## src/rtl/tssg_pkg.sv

```systemverilog
`timescale 1ns / 1ps
// ----------------------------------------------------------------------------
// tssg_pkg
// Shared types and constants of the triangle scanline span generator.
// ----------------------------------------------------------------------------
package tssg_pkg;

  localparam int ROW_W      = 6;
  localparam int COLOR_W    = 32;
  localparam int HEIGHT_W   = 7;
  localparam int APB_DATA_W = 32;
  localparam int APB_ADDR_W = 3;
  localparam int REG_IDX_W  = APB_ADDR_W - 2;

  localparam logic [REG_IDX_W-1:0] REG_SCREEN_HEIGHT   = 1'b0;
  localparam logic [HEIGHT_W-1:0]  SCREEN_HEIGHT_RESET = 7'd64;

  typedef enum logic [3:0] {
    S_IDLE,
    S_SORT0,
    S_SORT1,
    S_SORT2,
    S_SETUP,
    S_LONG,
    S_LONG_WAIT,
    S_SHORT,
    S_SHORT_WAIT,
    S_EMIT
  } seq_state_t;

  typedef enum logic [2:0] {
    E_IDLE,
    E_MUL,
    E_ABS,
    E_DIV,
    E_FIN
  } edge_state_t;

endpackage

```

## src/rtl/tssg_tri_if.sv

```systemverilog
`timescale 1ns / 1ps
// ----------------------------------------------------------------------------
// tssg_tri_if
// Triangle channel: three signed vertices and a fill color per word.
// ----------------------------------------------------------------------------
interface tssg_tri_if import tssg_pkg::*; #(
  parameter int COORD_WIDTH = 16
) ();
  logic                          valid;
  logic                          ready;
  logic signed [COORD_WIDTH-1:0] vertex_a_x;
  logic signed [COORD_WIDTH-1:0] vertex_a_y;
  logic signed [COORD_WIDTH-1:0] vertex_b_x;
  logic signed [COORD_WIDTH-1:0] vertex_b_y;
  logic signed [COORD_WIDTH-1:0] vertex_c_x;
  logic signed [COORD_WIDTH-1:0] vertex_c_y;
  logic [COLOR_W-1:0]            fill_color;

  modport source (
    output valid, vertex_a_x, vertex_a_y, vertex_b_x, vertex_b_y,
           vertex_c_x, vertex_c_y, fill_color,
    input  ready
  );

  modport sink (
    input  valid, vertex_a_x, vertex_a_y, vertex_b_x, vertex_b_y,
           vertex_c_x, vertex_c_y, fill_color,
    output ready
  );
endinterface

```

## src/rtl/tssg_span_if.sv

```systemverilog
`timescale 1ns / 1ps
// ----------------------------------------------------------------------------
// tssg_span_if
// Span channel: one horizontal span of a triangle per word.
// ----------------------------------------------------------------------------
interface tssg_span_if import tssg_pkg::*; #(
  parameter int COORD_WIDTH = 16
) ();
  logic                          valid;
  logic                          ready;
  logic signed [COORD_WIDTH-1:0] span_left;
  logic signed [COORD_WIDTH-1:0] span_right;
  logic [ROW_W-1:0]              span_row;
  logic [COLOR_W-1:0]            span_color;
  logic                          last_span;

  modport source (
    output valid, span_left, span_right, span_row, span_color, last_span,
    input  ready
  );

  modport sink (
    input  valid, span_left, span_right, span_row, span_color, last_span,
    output ready
  );
endinterface

```

## src/rtl/tssg_edge_unit.sv

```systemverilog
`timescale 1ns / 1ps
// ----------------------------------------------------------------------------
// tssg_edge_unit
// Shared edge interpolator: xs + (xe-xs)*(row-ys)/(ye-ys), one multiply then
// a bit-serial restoring divide, quotient truncated toward zero.
// ----------------------------------------------------------------------------
module tssg_edge_unit import tssg_pkg::*; #(
  parameter int COORD_WIDTH = 16
) (
  input  logic                          clk,
  input  logic                          rst,
  input  logic                          start,
  input  logic signed [COORD_WIDTH-1:0] xs,
  input  logic signed [COORD_WIDTH-1:0] ys,
  input  logic signed [COORD_WIDTH-1:0] xe,
  input  logic signed [COORD_WIDTH-1:0] ye,
  input  logic [ROW_W-1:0]              row,
  output logic                          done,
  output logic signed [COORD_WIDTH-1:0] x
);
  localparam int CW    = COORD_WIDTH;
  localparam int CNT_W = $clog2(CW);
  localparam int PW    = 2 * CW + 2;

  edge_state_t state, state_next;

  logic signed [CW:0]   dx;
  logic [CW-1:0]        t;
  logic [CW-1:0]        dy;
  logic signed [CW-1:0] xs_r;
  logic signed [PW-1:0] prod;
  logic                 neg;
  logic [CW-1:0]        rem;
  logic [CW-1:0]        quo;
  logic [CNT_W-1:0]     cnt;

  logic signed [CW:0]   t_full;
  logic signed [CW:0]   dy_full;
  logic [PW-1:0]        mag;
  logic [CW:0]          trial;
  logic [CW:0]          diff;
  logic                 ge;
  logic signed [CW:0]   qs;
  logic signed [CW:0]   xsum;

  // next state
  always_comb begin
    state_next = state;
    unique case (state)
      E_IDLE:  if (start) state_next = E_MUL;
      E_MUL:   state_next = E_ABS;
      E_ABS:   state_next = E_DIV;
      E_DIV:   if (cnt == '0) state_next = E_FIN;
      E_FIN:   state_next = E_IDLE;
      default: state_next = E_IDLE;
    endcase
  end

  // outputs
  always_comb begin
    done = (state == E_FIN);
    qs   = neg ? -$signed({1'b0, quo}) : $signed({1'b0, quo});
    xsum = $signed({xs_r[CW-1], xs_r}) + qs;
    x    = xsum[CW-1:0];
  end

  // datapath helpers
  always_comb begin
    t_full  = $signed({{(CW+1-ROW_W){1'b0}}, row}) - $signed({ys[CW-1], ys});
    dy_full = $signed({ye[CW-1], ye}) - $signed({ys[CW-1], ys});
    mag     = prod[PW-1] ? PW'(-prod) : PW'(prod);
    trial   = {rem, quo[CW-1]};
    diff    = trial - {1'b0, dy};
    ge      = (trial >= {1'b0, dy});
  end

  always_ff @(posedge clk) begin
    if (rst) begin
      state <= E_IDLE;
    end else begin
      state <= state_next;
    end
  end

  always_ff @(posedge clk) begin
    unique case (state)
      E_IDLE: begin
        if (start) begin
          dx   <= $signed({xe[CW-1], xe}) - $signed({xs[CW-1], xs});
          t    <= t_full[CW-1:0];
          dy   <= dy_full[CW-1:0];
          xs_r <= xs;
        end
      end
      E_MUL: begin
        prod <= dx * $signed({1'b0, t});
      end
      E_ABS: begin
        neg <= prod[PW-1];
        rem <= mag[2*CW-1:CW];
        quo <= mag[CW-1:0];
        cnt <= CNT_W'(CW - 1);
      end
      E_DIV: begin
        rem <= ge ? diff[CW-1:0] : trial[CW-1:0];
        quo <= {quo[CW-2:0], ge};
        cnt <= cnt - 1'b1;
      end
      E_FIN: begin
      end
      default: begin
      end
    endcase
  end

endmodule

```

## src/rtl/tssg_seq.sv

```systemverilog
`timescale 1ns / 1ps
// ----------------------------------------------------------------------------
// tssg_seq
// Triangle sequencer: vertex sort, row clipping, row loop driving the shared
// edge unit, and the span output register.
// ----------------------------------------------------------------------------
module tssg_seq import tssg_pkg::*; #(
  parameter int COORD_WIDTH = 16,
  parameter int MAX_ROWS    = 64
) (
  input  logic                clk,
  input  logic                rst,
  input  logic [HEIGHT_W-1:0] screen_height,
  tssg_tri_if.sink            tri_in,
  tssg_span_if.source         span_out
);
  localparam int CW = COORD_WIDTH;
  localparam logic [HEIGHT_W-1:0] MAX_ROWS_H = HEIGHT_W'(MAX_ROWS);

  seq_state_t state, state_next;

  logic signed [CW-1:0] vx0, vx1, vx2;
  logic signed [CW-1:0] vy0, vy1, vy2;
  logic [COLOR_W-1:0]   color;
  logic [ROW_W-1:0]     row;
  logic [ROW_W-1:0]     yend;
  logic signed [CW-1:0] xa;
  logic signed [CW-1:0] xb;

  logic                 out_valid;
  logic signed [CW-1:0] out_left;
  logic signed [CW-1:0] out_right;
  logic [ROW_W-1:0]     out_row;
  logic [COLOR_W-1:0]   out_color;
  logic                 out_last;

  logic signed [CW-1:0] cmp_ay, cmp_by;
  logic                 swap_en;
  logic [HEIGHT_W-1:0]  rows_c;
  logic [HEIGHT_W-1:0]  rows_m1;
  logic signed [CW:0]   rows_s;
  logic signed [CW:0]   y0_s;
  logic signed [CW:0]   y2_s;
  logic                 empty;
  logic [ROW_W-1:0]     ystart_c;
  logic [ROW_W-1:0]     yend_c;
  logic signed [CW:0]   row_s;
  logic                 upper;
  logic                 short_flat;
  logic signed [CW-1:0] flat_x;
  logic                 out_free;
  logic                 last_row;

  logic                 eu_start;
  logic                 eu_done;
  logic signed [CW-1:0] eu_xs, eu_ys, eu_xe, eu_ye, eu_x;

  // one compare-swap stage shared by the sort network
  always_comb begin
    cmp_ay  = (state == S_SORT1) ? vy1 : vy0;
    cmp_by  = (state == S_SORT1) ? vy2 : vy1;
    swap_en = (cmp_ay > cmp_by);
  end

  // row clipping
  always_comb begin
    rows_c   = (screen_height > MAX_ROWS_H) ? MAX_ROWS_H : screen_height;
    rows_m1  = rows_c - 1'b1;
    rows_s   = $signed({{(CW+1-HEIGHT_W){1'b0}}, rows_c});
    y0_s     = $signed({vy0[CW-1], vy0});
    y2_s     = $signed({vy2[CW-1], vy2});
    empty    = (vy0 == vy2) || (rows_c == '0) || (y0_s >= rows_s) || vy2[CW-1];
    ystart_c = vy0[CW-1] ? '0 : vy0[ROW_W-1:0];
    yend_c   = (y2_s >= rows_s) ? rows_m1[ROW_W-1:0] : vy2[ROW_W-1:0];
  end

  // short edge selection
  always_comb begin
    row_s      = $signed({{(CW+1-ROW_W){1'b0}}, row});
    upper      = (row_s < $signed({vy1[CW-1], vy1}));
    short_flat = upper ? (vy1 == vy0) : (vy2 == vy1);
    flat_x     = upper ? vx1 : vx2;
    if (state == S_LONG || state == S_LONG_WAIT) begin
      eu_xs = vx0; eu_ys = vy0; eu_xe = vx2; eu_ye = vy2;
    end else if (upper) begin
      eu_xs = vx0; eu_ys = vy0; eu_xe = vx1; eu_ye = vy1;
    end else begin
      eu_xs = vx1; eu_ys = vy1; eu_xe = vx2; eu_ye = vy2;
    end
  end

  assign out_free = !out_valid || span_out.ready;
  assign last_row = (row == yend);

  // next state
  always_comb begin
    state_next = state;
    unique case (state)
      S_IDLE:       if (tri_in.valid) state_next = S_SORT0;
      S_SORT0:      state_next = S_SORT1;
      S_SORT1:      state_next = S_SORT2;
      S_SORT2:      state_next = S_SETUP;
      S_SETUP:      state_next = empty ? S_IDLE : S_LONG;
      S_LONG:       state_next = S_LONG_WAIT;
      S_LONG_WAIT:  if (eu_done) state_next = S_SHORT;
      S_SHORT:      state_next = short_flat ? S_EMIT : S_SHORT_WAIT;
      S_SHORT_WAIT: if (eu_done) state_next = S_EMIT;
      S_EMIT:       if (out_free) state_next = last_row ? S_IDLE : S_LONG;
      default:      state_next = S_IDLE;
    endcase
  end

  // outputs
  always_comb begin
    tri_in.ready = (state == S_IDLE);
    eu_start     = (state == S_LONG) || (state == S_SHORT && !short_flat);
  end

  assign span_out.valid      = out_valid;
  assign span_out.span_left  = out_left;
  assign span_out.span_right = out_right;
  assign span_out.span_row   = out_row;
  assign span_out.span_color = out_color;
  assign span_out.last_span  = out_last;

  always_ff @(posedge clk) begin
    if (rst) begin
      state     <= S_IDLE;
      out_valid <= 1'b0;
    end else begin
      state <= state_next;
      if (state == S_EMIT && out_free) begin
        out_valid <= 1'b1;
      end else if (span_out.ready) begin
        out_valid <= 1'b0;
      end
    end
  end

  always_ff @(posedge clk) begin
    unique case (state)
      S_IDLE: begin
        if (tri_in.valid) begin
          vx0   <= tri_in.vertex_a_x;
          vy0   <= tri_in.vertex_a_y;
          vx1   <= tri_in.vertex_b_x;
          vy1   <= tri_in.vertex_b_y;
          vx2   <= tri_in.vertex_c_x;
          vy2   <= tri_in.vertex_c_y;
          color <= tri_in.fill_color;
        end
      end
      S_SORT0, S_SORT2: begin
        if (swap_en) begin
          vx0 <= vx1; vy0 <= vy1;
          vx1 <= vx0; vy1 <= vy0;
        end
      end
      S_SORT1: begin
        if (swap_en) begin
          vx1 <= vx2; vy1 <= vy2;
          vx2 <= vx1; vy2 <= vy1;
        end
      end
      S_SETUP: begin
        row  <= ystart_c;
        yend <= yend_c;
      end
      S_LONG_WAIT: begin
        if (eu_done) xa <= eu_x;
      end
      S_SHORT: begin
        if (short_flat) xb <= flat_x;
      end
      S_SHORT_WAIT: begin
        if (eu_done) xb <= eu_x;
      end
      S_EMIT: begin
        if (out_free) begin
          out_left  <= (xa > xb) ? xb : xa;
          out_right <= (xa > xb) ? xa : xb;
          out_row   <= row;
          out_color <= color;
          out_last  <= last_row;
          row       <= row + 1'b1;
        end
      end
      default: begin
      end
    endcase
  end

  tssg_edge_unit #(
    .COORD_WIDTH (COORD_WIDTH)
  ) u_edge (
    .clk   (clk),
    .rst   (rst),
    .start (eu_start),
    .xs    (eu_xs),
    .ys    (eu_ys),
    .xe    (eu_xe),
    .ye    (eu_ye),
    .row   (row),
    .done  (eu_done),
    .x     (eu_x)
  );

endmodule

```

## src/rtl/triangle_scanline_span_generator.sv

```systemverilog
`timescale 1ns / 1ps
// ----------------------------------------------------------------------------
// triangle_scanline_span_generator
// Scanline triangle fill: emits one horizontal span per visible row.
//
// tri_in takes one triangle word (three signed vertices, fill color); span_out
// gives one span word per row from the clipped top row down, last_span set on
// the final one. Flat or vertically off-screen triangles give no spans. The APB
// port holds screen_height at byte address 0; pready is always high.
// A triangle passes through sort and setup, then for each row the single edge
// unit runs one multiply and a one-bit-per-cycle divide for each of the two
// row ends in turn; the short end needs no divide when its edge is flat.
// tri_in.ready is high only between triangles; the next triangle is taken
// while the last span still waits in the output register. A stalled
// span_out holds its word and the row loop waits on it. Reset empties the
// output register, returns to idle and sets screen_height to 64.
// ----------------------------------------------------------------------------
module triangle_scanline_span_generator import tssg_pkg::*; #(
  parameter int MAX_ROWS    = 64,
  parameter int COORD_WIDTH = 16
) (
  input  logic                  clk,
  input  logic                  rst,
  input  logic                  psel,
  input  logic                  penable,
  input  logic                  pwrite,
  input  logic [APB_ADDR_W-1:0] paddr,
  input  logic [APB_DATA_W-1:0] pwdata,
  output logic [APB_DATA_W-1:0] prdata,
  output logic                  pready,
  tssg_tri_if.sink              tri_in,
  tssg_span_if.source           span_out
);

  logic [HEIGHT_W-1:0]  screen_height;
  logic [REG_IDX_W-1:0] reg_idx;
  logic                 wr_en;

  assign reg_idx = paddr[APB_ADDR_W-1:2];
  assign wr_en   = psel && penable && pwrite;
  assign pready  = 1'b1;

  always_comb begin
    prdata = '0;
    if (reg_idx == REG_SCREEN_HEIGHT) begin
      prdata = {{(APB_DATA_W-HEIGHT_W){1'b0}}, screen_height};
    end
  end

  always_ff @(posedge clk) begin
    if (rst) begin
      screen_height <= SCREEN_HEIGHT_RESET;
    end else if (wr_en && reg_idx == REG_SCREEN_HEIGHT) begin
      screen_height <= pwdata[HEIGHT_W-1:0];
    end
  end

  tssg_seq #(
    .COORD_WIDTH (COORD_WIDTH),
    .MAX_ROWS    (MAX_ROWS)
  ) u_seq (
    .clk           (clk),
    .rst           (rst),
    .screen_height (screen_height),
    .tri_in        (tri_in),
    .span_out      (span_out)
  );

endmodule

```

## src/flat_wrapper.sv

```systemverilog
// flat-port wrapper written by rule: the top's interface ports become plain ports
module triangle_scanline_span_generator_flat import tssg_pkg::*;
#(
  parameter int MAX_ROWS    = 64,
  parameter int COORD_WIDTH = 16
)
  (clk, rst, psel, penable, pwrite, paddr, pwdata, prdata, pready, tri_in_valid, tri_in_vertex_a_x, tri_in_vertex_a_y, tri_in_vertex_b_x, tri_in_vertex_b_y, tri_in_vertex_c_x, tri_in_vertex_c_y, tri_in_fill_color, tri_in_ready, span_out_valid, span_out_span_left, span_out_span_right, span_out_span_row, span_out_span_color, span_out_last_span, span_out_ready);
  tssg_tri_if #(.COORD_WIDTH(COORD_WIDTH)) tri_in_i ();
  tssg_span_if #(.COORD_WIDTH(COORD_WIDTH)) span_out_i ();
  input  logic clk;
  input  logic rst;
  input  logic psel;
  input  logic penable;
  input  logic pwrite;
  input  logic [APB_ADDR_W-1:0] paddr;
  input  logic [APB_DATA_W-1:0] pwdata;
  output logic [APB_DATA_W-1:0] prdata;
  output logic pready;
  input wire logic [$bits(tri_in_i.valid)-1:0] tri_in_valid;
  input wire logic [$bits(tri_in_i.vertex_a_x)-1:0] tri_in_vertex_a_x;
  input wire logic [$bits(tri_in_i.vertex_a_y)-1:0] tri_in_vertex_a_y;
  input wire logic [$bits(tri_in_i.vertex_b_x)-1:0] tri_in_vertex_b_x;
  input wire logic [$bits(tri_in_i.vertex_b_y)-1:0] tri_in_vertex_b_y;
  input wire logic [$bits(tri_in_i.vertex_c_x)-1:0] tri_in_vertex_c_x;
  input wire logic [$bits(tri_in_i.vertex_c_y)-1:0] tri_in_vertex_c_y;
  input wire logic [$bits(tri_in_i.fill_color)-1:0] tri_in_fill_color;
  output wire logic [$bits(tri_in_i.ready)-1:0] tri_in_ready;
  output wire logic [$bits(span_out_i.valid)-1:0] span_out_valid;
  output wire logic [$bits(span_out_i.span_left)-1:0] span_out_span_left;
  output wire logic [$bits(span_out_i.span_right)-1:0] span_out_span_right;
  output wire logic [$bits(span_out_i.span_row)-1:0] span_out_span_row;
  output wire logic [$bits(span_out_i.span_color)-1:0] span_out_span_color;
  output wire logic [$bits(span_out_i.last_span)-1:0] span_out_last_span;
  input wire logic [$bits(span_out_i.ready)-1:0] span_out_ready;
  assign tri_in_i.valid = tri_in_valid;
  assign tri_in_i.vertex_a_x = tri_in_vertex_a_x;
  assign tri_in_i.vertex_a_y = tri_in_vertex_a_y;
  assign tri_in_i.vertex_b_x = tri_in_vertex_b_x;
  assign tri_in_i.vertex_b_y = tri_in_vertex_b_y;
  assign tri_in_i.vertex_c_x = tri_in_vertex_c_x;
  assign tri_in_i.vertex_c_y = tri_in_vertex_c_y;
  assign tri_in_i.fill_color = tri_in_fill_color;
  assign tri_in_ready = tri_in_i.ready;
  assign span_out_valid = span_out_i.valid;
  assign span_out_span_left = span_out_i.span_left;
  assign span_out_span_right = span_out_i.span_right;
  assign span_out_span_row = span_out_i.span_row;
  assign span_out_span_color = span_out_i.span_color;
  assign span_out_last_span = span_out_i.last_span;
  assign span_out_i.ready = span_out_ready;
  triangle_scanline_span_generator #(.MAX_ROWS(MAX_ROWS), .COORD_WIDTH(COORD_WIDTH)) u_core (.clk(clk), .rst(rst), .psel(psel), .penable(penable), .pwrite(pwrite), .paddr(paddr), .pwdata(pwdata), .prdata(prdata), .pready(pready), .tri_in(tri_in_i), .span_out(span_out_i));
endmodule
```

## config.mk

```make
export PLATFORM = sky130hd
export DESIGN_NAME = triangle_scanline_span_generator_flat
export DESIGN_NICKNAME = d
export VERILOG_FILES = /design/src/rtl/tssg_pkg.sv /design/src/rtl/tssg_tri_if.sv /design/src/rtl/tssg_span_if.sv /design/src/rtl/tssg_edge_unit.sv /design/src/rtl/tssg_seq.sv /design/src/rtl/triangle_scanline_span_generator.sv /design/src/flat_wrapper.sv
export SDC_FILE = /design/constraint.sdc
export NUM_CORES = 2
export LEC_CHECK = 0
export ABC_AREA = 0
export BUFFER_PORTS_ARGS = -buffer_cell sky130_fd_sc_hd__buf_2
export CAP_MARGIN = 20
export CORE_AREA = 4 4 240 242
export DETAILED_ROUTE_END_ITERATION = 7
export DIE_AREA = 0 0 244 246
export PLACE_DENSITY = 0.85
export SYNTH_ARGS = -nofsm -noshare
export SYNTH_HDL_FRONTEND = slang
export SYNTH_SLANG_ARGS = --single-unit
```

## constraint.sdc

```tcl
create_clock -name clk -period 8.3 [get_ports clk]
set_input_delay 1.66 -clock clk [delete_from_list [all_inputs] [get_ports clk]]
set_output_delay 1.66 -clock clk [all_outputs]
set_load 0.02 [all_outputs]
```

-- After elaboration in Yosys (flattened, before gate mapping)
Cells that the tools add are included.
- output and inout port bits: 106
- word-level logic and storage cells: 169
- input bits: 170
- bits in registers: 394
- $mul: 1
- add/subtract/negate cells: 10
- reductions and logical operators: 36
- muxes and demuxes: 59
- order comparisons: 7
- bitwise logic cells: 1
- eq/ne operators: 26
- operator list (cell ; number):
    two-way mux 16 bit ; 28
    one-hot mux 16 bit (2 select lines) ; 7
    one-hot mux 16 bit (3 select lines) ; 2
    == test 16 bit ; 3
    one-hot mux 4 bit (10 select lines) ; 1
    multiplier 17 x 17 -> 34 bit ; 1
    >= comparator 16 x 8 -> 1 bit ; 2
    greater-than comparator 16 bit ; 2
    two-way mux 32 bit ; 1
    negation 32 bit ; 1
    subtractor 16 bit ; 2
    two-way mux 6 bit ; 3
    >= comparator 17 x 16 -> 1 bit ; 1
    subtractor 16 x 16 -> 17 bit ; 1
    adder 16 bit ; 1
    == test 4 x 3 -> 1 bit, second input constant ; 4
    less-than comparator 7 x 16 -> 1 bit ; 1
    two-way mux 4 bit ; 4
    inequality test 2 bit, second input constant ; 8
    negation 16 bit ; 1
    subtractor 7 x 16 -> 16 bit ; 1
    two-way mux 7 bit ; 2
    two-way mux 3 bit ; 4
    one-hot mux 3 bit (4 select lines) ; 1
    28 further kinds ; 58

-- Depth between registers and ports, before layout
- word-level depth: 8
- gate-level depth with buffers: 25
- mapped depth without buffers: 24

-- Modules after synthesis
Synthesis repeated with hierarchy kept, for this count alone.
- cell total of the unflattened synthesis: 3211
- area total of the unflattened synthesis: 33084.2 µm²
- by module, submodules not included (module ; seq. area each (µm²) ; cells each ; area an instance (µm²) ; instances):
    tssg_edge_unit ; 4113.9 ; 2056 ; 19344.8 ; 1
    tssg_seq ; 7397.1 ; 1089 ; 13157.6 ; 1
    triangle_scanline_span_generator ; 140.1 ; 66 ; 581.8 ; 1

-- Worst setup path before layout
No wires, ideal clock.
- kind: register to register
- start point: register u_core.u_seq.row[1]
- end point: register u_core.u_seq.u_edge.dx[0], enable pin
- stages on the path, launching flop included: 11
- library setup time: 568 ps
- clock period less this slack: 7415 ps
- path buffers: 1
- arrival time: 6846 ps
- path slack: 885 ps
- data required time: 7732 ps
- path through: edfxtp_1 > ha_1 > a2111oi_4 > o31ai_2 > a21oi_2 > buf_6 > mux2i_1 > xnor2_1 > a2111oi_2 > or3_4 > nor3_1
- longest elaborated chain between the ends: 6
- ends and longest elaborated chain (what ; line ; RTL):
    start: declaration ; tssg_seq.sv:25 ; logic [ROW_W-1:0] row;
    start signal: assignment ; tssg_seq.sv:166 ; row <= ystart_c;
    start signal: assignment ; tssg_seq.sv:185 ; row <= row + 1'b1;
    less-than comparator 7 x 16 -> 1 bit ; tssg_seq.sv:80 ; upper = (row_s < $signed({vy1[CW-1], vy1}));
    two-way mux 1 bit ; tssg_seq.sv:81 ; short_flat = upper ? (vy1 == vy0) : (vy2 == vy1);
    logical NOT 1 bit ; tssg_seq.sv:116 ; eu_start = (state == S_LONG) || (state == S_SHORT && !short_flat);
    logical AND 1 bit ; tssg_seq.sv:116 ;
    logical OR 1 bit ; tssg_seq.sv:116 ;
    AND reduction 2 bit (no source line) ; n/a ;
    end signal: assignment ; tssg_edge_unit.sv:89 ; dx <= $signed({xe[CW-1], xe}) - $signed({xs[CW-1], xs});
    end: declaration ; tssg_edge_unit.sv:27 ; logic signed [CW:0] dx;
Every way passes these cells.
A chain may end at the register's enable or synchronous reset.

-- Worst setup path in the final report
- start point: register u_core.u_seq.u_edge.dx[7]
- end point: register u_core.u_seq.u_edge.prod[33] (data pin)
- longest elaborated chain between the ends: 1
- ends and longest elaborated chain (what ; line ; RTL):
    multiplier 17 x 17 -> 34 bit ; tssg_edge_unit.sv:96 ; prod <= dx * $signed({1'b0, t});
    end signal: assignment ; tssg_edge_unit.sv:96 ;
    end: declaration ; tssg_edge_unit.sv:31 ; logic signed [PW-1:0] prod;
Every way passes these cells.

==> summary.md <==
| Metric | Value |
|---|---|
| Routed WL | `82.83 mm` |
| Yosys warns | `0` |
| Number of flops mapped to enable cells by yosys | `between 300 and 400` |
| Area of the multi-input gates | `~19,000 sq um` |
| Worst Tran Pin Value | `between 900 and 1000 ps` |
| Synth Cell Area | `between 30,000 and 40,000 sq um` |
| Routed Antenna Nets | `0` |
| Buf+Inv Stages, Crit Path | `5` |
| Layout cells sized above 1 | `0.1341` |
| Final HPWL DP | `just over 60 mm` |
| Max cap viols | `0` |
| I/O pin count | `276` |
| Nets@finish | `4,042` |
| Port Buffers | `roughly 220` |
| Top cell type's share of synthesized area | `0.3446` |
| Top Family by Delay on Critical Path | `adder cells` |
| Detailed Route Iter0 Violations | `between 2,000 and 2,500` |
| Final hold violations | `0` |
| CP dominant cell by count | `fa_1` |
| Max_slew headroom | `0.3398` |
| CTS root buf | `clkbuf_16` |
| Via Count | `between 20,000 and 25,000` |
| Slowest-stage cell, CP | `edfxtp_1` |
| Final worst-path setup slack | `~1000 ps` |
| Core Area | `between 50,000 and 60,000 sq um` |
| Clock Skew | `~32 ps` |
| RSZ-0062 raised after global routing | `false` |
| DRC viols | `0` |
| Congestion Overflow GR | `0` |
| Setup crit end kind | `flip-flop` |
| Worst-path cell chain | `nand2_1, fa_1, inv_1, fa_1, inv_1, fa_1, inv_1, fa_1, fa_1, inv_1, fa_1, inv_1, ha_1, nand4_1, nor2_1, nand3_1, nand3_1, a311oi_1, o31ai_1, a21oi_1, o21bai_1, xnor2_1` |
| First-pass GRT wire length | `roughly 130 mm` |
| WL per Instance | `roughly 20 um` |
| Yosys cell types | `83` |
| Routability cong. | `0.9384` |
| Post-CTS Resized | `0` |
| Fmax | `between 0.1 and 0.15 GHz` |
| Final Util | `0.6534` |
| Critical Path AT | `~7600 ps` |
| Main area contributors after synthesis | `edfxtp_1 (34%), fa_1 (17%), ha_1 (8.1%)` |
| FF+latch count, synth | `~400` |
| Die W | `about 240 um` |
| Vias/cell | `about 5.9` |
| Cell taking the most area after synthesis | `edfxtp_1` |
| Hold buffer count at cts | `0` |
| Post-CTS setup buffers | `0` |
| Pre-antenna DRT Iters | `8` |
| Largest net degree at the start of global routing | `68` |
| Class of the worst hold path | `flip-flop to flip-flop` |
| Period minus WS final | `approximately 7300 ps` |
| Sequential share of the synthesized area | `0.3537` |
| CTS tree | `yes` |
| Worst-path clk slew | `~60 ps` |
| Area delta synth->final | `9.271%` |
| H-tree Lvls | `2` |
| # fillers | `4,134` |
| Fin cells | `between 4,000 and 5,000` |
| Outcome | `completed` |
| Fin. max-slew vios | `0` |
| Fin Setup TNS | `0 ps` |
| GR Util All Layers | `0.2723` |
| Synth Instances | `3,207` |
| Final setup vio count | `0` |
| Ys async rst share | `0` |
| Std cell rows | `86` |
| Clock Sink Count | `393` |
| Starting Density | `0.5980` |
| Crit path kind | `flip-flop to flip-flop` |
| Critical path required time | `8590 ps` |
| Initial antenna violation count | `7` |
| Die area | `~60,000 sq um` |
| Ys flop type | `edfxtp_1` |
| Vias in the first global route | `~25,000` |
| FF+latch area | `11,650 sq um` |
| Clk_lat worst skew | `580 ps` |
| Crit-path max FO | `16` |
| Slowest stage delay, CP | `between 800 and 900 ps` |
| CP startpoint kind | `flip-flop` |
| Avg Cell Area, Syn | `10.27 sq um` |
| Post-place setup slack | `around 1200 ps` |
| Die Y-Extent | `246 um` |
| Cells after DPL | `slightly above 4,000` |
| Deepest clock path buffer count | `3` |
| TritonCTS Buffers | `39` |
| Tcrit/Tclk final | `0.8799` |
cell families after synthesis:
family / count (synthesis) / share of synthesized area
buf+inv: 639 / 0.07657
mux: 143 / 0.04774
compound gates: 442 / 0.08975
simple gates: 905 / 0.1292
other cells: 2 / 0.0002280
fa+ha+maj: 496 / 0.2531
flops: 393 / 0.3537
xor+xnor: 187 / 0.04972
area by class of cell:
class | instances | share of cell area
Inverter | 487 | 0.05078
Sequential cell | 393 | 0.3237
Timing Repair Buffer | 256 | 0.03907
Clock inverter | 21 | 0.005422
Multi-Input combinational cell | 2199 | 0.5259
Tap cell | 748 | 0.02600
Clock buffer | 51 | 0.02864
Antenna cell | 8 | 0.0005561
synthesized netlist by cell type (18+ instances only):
cell	number
nand4_1	22
clkbuf_1	105
a222oi_1	18
o21a_1	18
a21o_1	28
inv_1	486
and2_1	125
nor3_1	42
or3_1	19
o31ai_1	20
xor2_1	81
nand3_1	33
buf_4	27
mux2_2	113
a21oi_1	120
nand2b_1	21
o21ai_0	105
edfxtp_1	378
fa_1	284
ha_1	212
a211oi_1	21
nor2b_1	34
mux2i_1	30
nand2_1	417
xnor2_1	106
nor2_1	135
metrics by stage:
stage	hold slack [ps]	area (sq um)
3_3_place_gp	400.0	34700
2_1_floorplan	400.3	33030
6_report	419.3	36000
3_5_place_dp	404.5	34700
4_1_cts	416.6	35920
5_1_grt	419.2	35990
sequential cells by signal (all words and copies together), names as in the netlist, 17 cells and up:
signal and cells:
u_core.u_seq.u_edge.prod 33, u_core.u_seq.color 32, u_core.u_seq.span_out.span_color 32, u_core.u_seq.u_edge.dx 17
cell usage in the layout, fill, tap and decap left out, drive strengths merged, types with 19 or more instances in the layout:
cell type and count:
inv 488, nand2 417, edfxtp 378, fa 284, buf 256, ha 212
nor2 135, and2 125, a21oi 122, mux2 113, o21ai 108, xnor2 106
xor2 81, clkbuf 51, nor3 43, nor2b 34, nand3 33, mux2i 30
a21o 28, conb 26, nand4 22, nand2b 22, o31ai 22, a211oi 21
or3 20, nor4 19
path summary, 6_finish.rpt:
kind / startpoint / end / slack, ps / cells after the start
hold / removal: u_core.u_seq.color[25] / u_core.u_seq.span_out.span_color[25] / 420 / 0
setup reg to reg: u_core.u_seq.u_edge.dx[7] / u_core.u_seq.u_edge.prod[33] / 1000 / 22
setup / recovery: u_core.u_seq.u_edge.dx[7] / u_core.u_seq.u_edge.prod[33] / 1000 / 22
hold reg to reg: u_core.u_seq.color[25] / u_core.u_seq.span_out.span_color[25] / 420 / 0
routing by layer:
| layer | global-route usage | routed length, um | vias up |
|---|---|---|---|
| li1 | - | - | 11051 |
| met1 | 0.3420 | 30960 | 11819 |
| met2 | 0.4766 | 41130 | 1265 |
| met3 | 0.03907 | 6634 | 324 |
| met4 | 0.1121 | 4087 | 2 |
| met5 | 0 | 13 | - |
Power is left out: the tool's default activity adds up to more than one toggle a clock period on the data nets, which glitch-free logic cannot reach.
